**src/rtl/assert_macros.svh**
```systemverilog
// ---------------------------------------------------------------------------
// assert_macros.svh
// Assertion macros shared by the button detector RTL; empty under synthesis.
// ---------------------------------------------------------------------------
`ifndef ASSERT_MACROS_SVH
`define ASSERT_MACROS_SVH
`ifndef SYNTHESIS
`define BCHD_ASSERT(lbl, clk, rst_n, prop) \
	lbl: assert property (@(posedge clk) disable iff (!rst_n) (prop)) \
		else $error("assertion failed");
`define BCHD_ASSERT_NEXT(lbl, clk, rst_n, ante, cons) \
	lbl: assert property (@(posedge clk) disable iff (!rst_n) (ante) |=> (cons)) \
		else $error("assertion failed");
`else
`define BCHD_ASSERT(lbl, clk, rst_n, prop)
`define BCHD_ASSERT_NEXT(lbl, clk, rst_n, ante, cons)
`endif
`endif

```
**src/rtl/bchd_pkg.sv**
```systemverilog
// ---------------------------------------------------------------------------
// bchd_pkg
// Types and constants for the button click and hold detector.
// ---------------------------------------------------------------------------
package bchd_pkg;

	localparam int TIME_BITS_DEF = 32;
	localparam int CFG_W         = 16;
	localparam int IDX_W         = 2;

	localparam logic [IDX_W-1:0] REG_DEBOUNCE = 2'd0;
	localparam logic [IDX_W-1:0] REG_HOLD     = 2'd1;
	localparam logic [IDX_W-1:0] REG_MULTI    = 2'd2;
	localparam logic [IDX_W-1:0] REG_POLARITY = 2'd3;

	localparam logic [CFG_W-1:0] DEBOUNCE_RST = 16'd50;
	localparam logic [CFG_W-1:0] HOLD_RST     = 16'd1000;
	localparam logic [CFG_W-1:0] MULTI_RST    = 16'd400;
	localparam logic             POLARITY_RST = 1'b1;

	localparam logic [1:0] CLICK_MAX = 2'd3;

	typedef enum logic [2:0] {
		EV_NONE    = 3'd0,
		EV_PRESS   = 3'd1,
		EV_RELEASE = 3'd2,
		EV_HOLD    = 3'd3,
		EV_CLICK   = 3'd4,
		EV_DOUBLE  = 3'd5,
		EV_TRIPLE  = 3'd6
	} event_t;

	typedef struct packed {
		logic [CFG_W-1:0] debounce_ticks;
		logic [CFG_W-1:0] hold_ticks;
		logic [CFG_W-1:0] multi_click_ticks;
		logic             active_low;
	} cfg_t;

	typedef struct packed {
		event_t     ev;
		logic       pressed;
		logic [1:0] click_count;
	} result_t;

endpackage

```
**src/rtl/bchd_core.sv**
```systemverilog
// ---------------------------------------------------------------------------
// bchd_core
// Tick counter, debounce and click/hold state machine; one tick per step.
// ---------------------------------------------------------------------------
`include "assert_macros.svh"

module bchd_core #(
	parameter int TIME_BITS = bchd_pkg::TIME_BITS_DEF
) (
	input  logic             clk,
	input  logic             arst_n,
	input  logic             step,
	input  logic             raw,
	input  bchd_pkg::cfg_t   cfg,
	output bchd_pkg::result_t res
);

	typedef enum logic [1:0] {
		ST_IDLE    = 2'd0,
		ST_PRESSED = 2'd1,
		ST_WAITING = 2'd2,
		ST_HELD    = 2'd3
	} state_t;

	logic [TIME_BITS-1:0] tick_q, last_change_q, press_q, release_q;
	logic                 last_raw_q, stable_q, hold_done_q;
	logic [1:0]           clicks_q;
	state_t               state_q;

	logic [TIME_BITS-1:0] now, change_n, press_n, release_n;
	logic                 reading, stable_n, hold_done_n;
	logic [1:0]           clicks_n;
	state_t               state_n;
	bchd_pkg::event_t     ev_n;

	always_comb begin
		logic [TIME_BITS-1:0] el_db, el_rel_old, el_hold, el_rel;
		reading     = raw ^ cfg.active_low;
		now         = tick_q + TIME_BITS'(1);
		change_n    = (reading != last_raw_q) ? now : last_change_q;
		press_n     = press_q;
		release_n   = release_q;
		stable_n    = stable_q;
		hold_done_n = hold_done_q;
		clicks_n    = clicks_q;
		state_n     = state_q;
		ev_n        = bchd_pkg::EV_NONE;
		el_db       = now - change_n;
		el_rel_old  = now - release_q;
		el_hold     = '0;
		el_rel      = '0;
		if (el_db >= TIME_BITS'(cfg.debounce_ticks)) begin
			if (reading != stable_q) begin
				stable_n = reading;
				if (reading) begin
					press_n     = now;
					hold_done_n = 1'b0;
					if (state_q == ST_WAITING &&
					    el_rel_old <= TIME_BITS'(cfg.multi_click_ticks)) begin
						if (clicks_q != bchd_pkg::CLICK_MAX) begin
							clicks_n = clicks_q + 2'd1;
						end
					end else begin
						clicks_n = 2'd1;
					end
					ev_n    = bchd_pkg::EV_PRESS;
					state_n = ST_PRESSED;
				end else begin
					ev_n = bchd_pkg::EV_RELEASE;
					if (state_q == ST_HELD) begin
						clicks_n = 2'd0;
						state_n  = ST_IDLE;
					end else begin
						release_n = now;
						state_n   = ST_WAITING;
					end
				end
			end
			el_hold = now - press_n;
			if (state_n == ST_PRESSED && !hold_done_n &&
			    el_hold >= TIME_BITS'(cfg.hold_ticks)) begin
				ev_n        = bchd_pkg::EV_HOLD;
				hold_done_n = 1'b1;
				clicks_n    = 2'd0;
				state_n     = ST_HELD;
			end
			el_rel = now - release_n;
			if (state_n == ST_WAITING && el_rel > TIME_BITS'(cfg.multi_click_ticks)) begin
				case (clicks_n)
					2'd1:    ev_n = bchd_pkg::EV_CLICK;
					2'd2:    ev_n = bchd_pkg::EV_DOUBLE;
					2'd3:    ev_n = bchd_pkg::EV_TRIPLE;
					default: ;
				endcase
				clicks_n = 2'd0;
				state_n  = ST_IDLE;
			end
		end
	end

	always_ff @(posedge clk or negedge arst_n) begin
		if (!arst_n) begin
			tick_q        <= '0;
			last_raw_q    <= 1'b0;
			stable_q      <= 1'b0;
			last_change_q <= '0;
			press_q       <= '0;
			release_q     <= '0;
			state_q       <= ST_IDLE;
			clicks_q      <= 2'd0;
			hold_done_q   <= 1'b0;
		end else if (step) begin
			tick_q        <= now;
			last_raw_q    <= reading;
			stable_q      <= stable_n;
			last_change_q <= change_n;
			press_q       <= press_n;
			release_q     <= release_n;
			state_q       <= state_n;
			clicks_q      <= clicks_n;
			hold_done_q   <= hold_done_n;
		end
	end

	assign res.ev          = ev_n;
	assign res.pressed     = stable_n;
	assign res.click_count = clicks_n;

	`BCHD_ASSERT(a_pressed_level, clk, arst_n,
		(state_q == ST_PRESSED || state_q == ST_HELD) |-> stable_q)
	`BCHD_ASSERT(a_waiting_level, clk, arst_n, (state_q == ST_WAITING) |-> !stable_q)
	`BCHD_ASSERT(a_no_clicks, clk, arst_n,
		(state_q == ST_IDLE || state_q == ST_HELD) |-> (clicks_q == 2'd0))

endmodule

```
**src/rtl/button_click_hold_detector.sv**
```systemverilog
// ---------------------------------------------------------------------------
// button_click_hold_detector
// Debounces a sampled button level and reports press, release, hold and
// single, double or triple click events, one result per tick.
// ---------------------------------------------------------------------------
//  channel  signals                                   direction
//  in       in_valid, in_stall, raw_level             tick transfer in
//  out      out_valid, out_stall, event_res,
//           pressed, click_count                      result transfer out
//  cfg      cfg_we, cfg_index, cfg_wdata              register write
//
//  one tick per cycle while the result is not stalled; input register, step logic, result register
//  an input transfer is held in the input register, then the result register, before result valid
//  a stalled result holds while one more tick waits in the input register
//  reset: button released, machine idle, registers at defaults
// ---------------------------------------------------------------------------
`include "assert_macros.svh"

module button_click_hold_detector #(
	parameter int TIME_BITS = bchd_pkg::TIME_BITS_DEF
) (
	input  logic                       clk,
	input  logic                       arst_n,
	input  logic                       in_valid,
	output logic                       in_stall,
	input  logic                       raw_level,
	output logic                       out_valid,
	input  logic                       out_stall,
	output logic [2:0]                 event_res,
	output logic                       pressed,
	output logic [1:0]                 click_count,
	input  logic                       cfg_we,
	input  logic [bchd_pkg::IDX_W-1:0] cfg_index,
	input  logic [bchd_pkg::CFG_W-1:0] cfg_wdata
);

	bchd_pkg::cfg_t    cfg_q;
	bchd_pkg::result_t res_c, res_q;
	logic              valid_s1, raw_s1, out_valid_q, load, accept;

	assign load     = valid_s1 && (!out_valid_q || !out_stall);
	assign in_stall = valid_s1 && !load;
	assign accept   = in_valid && !in_stall;

	always_ff @(posedge clk or negedge arst_n) begin
		if (!arst_n) begin
			cfg_q.debounce_ticks    <= bchd_pkg::DEBOUNCE_RST;
			cfg_q.hold_ticks        <= bchd_pkg::HOLD_RST;
			cfg_q.multi_click_ticks <= bchd_pkg::MULTI_RST;
			cfg_q.active_low        <= bchd_pkg::POLARITY_RST;
		end else if (cfg_we) begin
			unique case (cfg_index)
				bchd_pkg::REG_DEBOUNCE: cfg_q.debounce_ticks    <= cfg_wdata;
				bchd_pkg::REG_HOLD:     cfg_q.hold_ticks        <= cfg_wdata;
				bchd_pkg::REG_MULTI:    cfg_q.multi_click_ticks <= cfg_wdata;
				bchd_pkg::REG_POLARITY: cfg_q.active_low        <= cfg_wdata[0];
				default: ;
			endcase
		end
	end

	always_ff @(posedge clk or negedge arst_n) begin
		if (!arst_n) begin
			valid_s1    <= 1'b0;
			out_valid_q <= 1'b0;
		end else begin
			if (accept) begin
				valid_s1 <= 1'b1;
			end else if (load) begin
				valid_s1 <= 1'b0;
			end
			if (load) begin
				out_valid_q <= 1'b1;
			end else if (!out_stall) begin
				out_valid_q <= 1'b0;
			end
		end
	end

	always_ff @(posedge clk) begin
		if (accept) begin
			raw_s1 <= raw_level;
		end
		if (load) begin
			res_q <= res_c;
		end
	end

	bchd_core #(
		.TIME_BITS(TIME_BITS)
	) u_core (
		.clk    (clk),
		.arst_n (arst_n),
		.step   (load),
		.raw    (raw_s1),
		.cfg    (cfg_q),
		.res    (res_c)
	);

	assign out_valid   = out_valid_q;
	assign event_res   = res_q.ev;
	assign pressed     = res_q.pressed;
	assign click_count = res_q.click_count;

	`BCHD_ASSERT(a_stall_cause, clk, arst_n, in_stall |-> (valid_s1 && out_valid_q && out_stall))
	`BCHD_ASSERT_NEXT(a_hold_result, clk, arst_n, load && res_c.ev == bchd_pkg::EV_HOLD,
		res_q.pressed && res_q.click_count == 2'd0)
	`BCHD_ASSERT_NEXT(a_click_result, clk, arst_n,
		load && (res_c.ev == bchd_pkg::EV_CLICK || res_c.ev == bchd_pkg::EV_DOUBLE ||
		res_c.ev == bchd_pkg::EV_TRIPLE),
		!res_q.pressed && res_q.click_count == 2'd0)

endmodule
```
**config.mk**
```make
export PLATFORM = sky130hd
export DESIGN_NAME = button_click_hold_detector
export DESIGN_NICKNAME = d
export VERILOG_FILES = /design/src/rtl/bchd_pkg.sv /design/src/rtl/bchd_core.sv /design/src/rtl/button_click_hold_detector.sv
export VERILOG_INCLUDE_DIRS = /design/src /design/src/rtl
export SDC_FILE = /design/constraint.sdc
export NUM_CORES = 1
export LEC_CHECK = 0
export BUFFER_PORTS_ARGS = -buffer_cell sky130_fd_sc_hd__buf_2
export CORE_ASPECT_RATIO = 1.4
export CORE_MARGIN = 4
export CORE_UTILIZATION = 45
export CTS_CLUSTER_DIAMETER = 120
export DETAILED_ROUTE_END_ITERATION = 7
export PLACE_DENSITY = 0.56
export SKIP_CTS_REPAIR_TIMING = 1
export SYNTH_ARGS = -nofsm -noshare
export SYNTH_HDL_FRONTEND = slang
export SYNTH_HIERARCHICAL = 1
export SYNTH_SLANG_ARGS = --single-unit
```
**constraint.sdc**
```tcl
create_clock -name clk -period 10.3 [get_ports clk]
set_input_delay 2.06 -clock clk [delete_from_list [all_inputs] [get_ports clk]]
set_output_delay 2.06 -clock clk [all_outputs]
set_load 0.1 [all_outputs]
```
==> key figures <==
Power and ir drop
  • Net Switching: 3913 uW
  • Maximum VDD drop: 317.7 uV
  • Leak: 0.009428 uW
  • Power Density: 375.1 nW/um^2
  • Net Sw Frac: 52.09%
  • Reg power frac: 13.8%
  • Comb pwr share: 76.9%
  • Clock network fraction of total power: 9.4%
  • Cell-internal power: 3600 uW

Synth
  • Primary FF master, synth: dfrtp_1
  • Top post-synthesis cells by area: dfrtp_1 (23%), ha_1 (11%), a21oi_1 (6.6%)
  • Seq cells post-synth: 193
  • Synth area leader: dfrtp_1
  • Post-Syn Area: 18,850 sq um
  • Top-area cell type share of the netlist area: 22.97%
  • Synth top cells by count: a21oi_1 (247), nand2_1 (192), nor2_1 (183)
  • Synth Area per Inst: 8.165 sq um
  • Most common cell in the netlist: a21oi_1
  • Post-Syn Nets: 2,509
  • Syn Inst Count: 2,308
  • Netlist cell types: 105
  • Ys async rst share: 96.37%
  • Post-synthesis sequential area ratio: 25.90%
  • Post-synth EDFFs: 7
  • Warnings, synthesis: 6

Placed design
  • I/O Buffers: 31
  • Placed Instances: 2,797
  • Dpl ws: 1983 ps
  • Final RePlAce weighted congestion: 0.9583
  • Detailed placement HPWL: 51,250 um

Route
  • Iteration-0 DRC Markers: 1,088
  • First drt pass iteration count: 6
  • Drt drc: 0
  • Antenna viol nets, final: 0
  • Post-DR wirelength/cell: 22.66 um
  • Vias post-DR: 17,190
  • Detailed-route vias per instance: 6.076
  • Routed WL: 64,100 um

Clock tree
  • CTS tree: built
  • Clk sinks: 193
  • CTS buffer count: 17
  • Clock Pin Slew Worst Setup and Hold Paths: 80 ps
  • Root buffer cell: clkbuf_16
  • Clk buf depth: 2
  • H-tree depth: 4
  • Clk Latency, worst-skew pair: 480 ps

Floorplanning
  • Die Ht: 250.1 um
  • Cell Rows: 88
  • Initial Util: 45.64%
  • Die area: 45,260 sq um
  • Core box area: 41,290 sq um
  • Width of the die: 181.0 um
  • Ports: 32

Timing
  • Fin. max-slew vios: 0
  • Tmin final: 8468 ps
  • Post-route worst setup slack: 1832 ps
  • Clk_skew: 18.19 ps
  • # setup viols final: 0
  • Fmax: 0.1181 GHz
  • RSZ-0062 raised after global routing: no
  • Worst-Margin Slew: 1099 ps
  • TNS Setup: 0 ps
  • Final hold vios: 0
  • Period Utilization, post-route: 82.21%
  • Slew HR: 26.45%

GRT
  • Largest net degree at the start of global routing: 66
  • Antenna violations before repair: 0
  • Global route total overflow: 0
  • Gr usage total: 27.73%
  • First-pass GRT wire length: 97,570 um
  • Number of global-route vias before repair: 16,910

Worst hold path
  • Worst hold-check path type: register to register

Final layout
  • Cell Count, Final, Fillers Out: 2,829
  • Layout cells sized above 1: 9.174%
  • Nets: 2,477
  • Layout Utilization: 48.52%
  • Synth-to-Final Area Change: 6.294%
  • N_diodes: 0

Worst setup path
  • Setup crit end kind: register
  • CP Max Fanout: 15
  • Buf/Inv on CP: 1
  • Max stage delay cell, worst path: a221oi_1
  • Crit path DAT: 8810 ps
  • Critical path required time: 10,650 ps
  • Setup CP Type: register to register
  • Setup crit start kind: register
  • Top Family by Delay on Critical Path: compound AO/OA/AOI/OAI gates
  • Worst path max stage delay: 660 ps

Job
  • Max_cap viols: 0

Outcome
  • Outcome: completed
==> registers in the layout (all words and copies together), names as in the netlist, 2 cells and up <==
name	flops
u_core/press_q	32
cfg_q	49
u_core/last_change_q	32
u_core/clicks_q	2
event_res	3
u_core/tick_q	32
u_core/release_q	32
click_count	2
u_core/state_q	2
==> worst paths after layout <==
kind	startpoint	endpoint	slack (ps)	cells past startpoint
max	cfg_q[0]	click_count[1]	1830	27
min	u_core/last_change_q[2]	u_core/last_change_q[2]	480	2
max reg2reg	cfg_q[0]	click_count[1]	1830	27
min reg2reg	u_core/last_change_q[2]	u_core/last_change_q[2]	480	2
max in group asynchronous	arst_n	cfg_q[10]	7380	2
min in group asynchronous	arst_n	u_core/tick_q[25]	1600	1
==> worst min-delay path: cells and delay by family, from the launching register on <==
kind | cells | cell delay (ps)
compound gates | 1 | 60
flops | 1 | 340
simple gates | 1 | 40
==> power groups by stage <==
| stage | sequential, uW | combinational, uW | clock (uW) |
|---|---|---|---|
| after detailed placement | 1050 | 5670 | 0 |
| after global routing | 1050 | 6400 | 754 |
| after global placement | 1040 | 5620 | 0 |
| after CTS | 1030 | 5720 | 727 |
| after floorplan | 1020 | 4240 | 0 |
| final | 1040 | 5770 | 703 |
==> routing by layer <==
metal  track usage (%)  part of all wire, %  vias to the layer above
met1             30.04                   38                     8195
met3             2.891                  3.0                      192
li1                  -                    -                     8330
met2             49.65                   50                      471
met5                 0                    0                        -
met4             20.64                  9.0                        0
==> cells by family after synthesis <==
kind of cell	count (synthesis)	synth area share (%)
buf+inv	267	5.789
mux	93	5.378
xor+xnor	153	8.067
fa+ha+maj	181	12.12
simple gates	685	18.05
flops	193	25.90
compound gates	736	24.69
==> layout by cell type (no fill, tap or decap), types with 8 or more instances in the layout <==
cell type and instances:
a21oi_1 247, nand2_1 190, nor2_1 182, dfrtp_1 173
ha_1 173, o21ai_0 163, inv_1 151, xnor2_1 98
a21o_1 74, nand3_1 60, mux2_2 58, xor2_1 40
nand4_1 40, nor3_1 39, and3_1 34, mux2i_1 33
a31oi_1 31, buf_2 30, buf_4 26, o21a_1 26
nor2b_1 22, nand2b_1 21, nor4_1 20, clkbuf_16 17
o21bai_1 16, o31a_1 15, o31ai_1 15, a211oi_1 15
o211ai_1 14, dfstp_2 13, xnor3_1 12, o22ai_1 10
and2_1 9, a311oi_1 9, or3_1 9, o2111ai_1 8
==> metrics by stage <==
step	power (uW)	instance area, sq um	hold WS, ps
5_1_grt	8204	20030	506.8
2_1_floorplan	5262	18850	442.4
4_1_cts	7484	20030	488.5
6_report	7513	20030	484.3
3_5_place_dp	6720	19420	471.6
3_3_place_gp	6666	19420	456.8
==> area by class of cell <==
| class | count | area (sq um) |
|---|---|---|
| sequential | 193 | 4881 |
| inverter | 159 | 599.3 |
| clock inverter | 15 | 187.7 |
| multi-input combinational | 1848 | 12900 |
| fill | 4155 | 21260 |
| tap | 540 | 675.6 |
| timing repair buffer | 57 | 359.1 |
| clock buffer | 17 | 425.4 |
(Power assumes the default switching activity.)
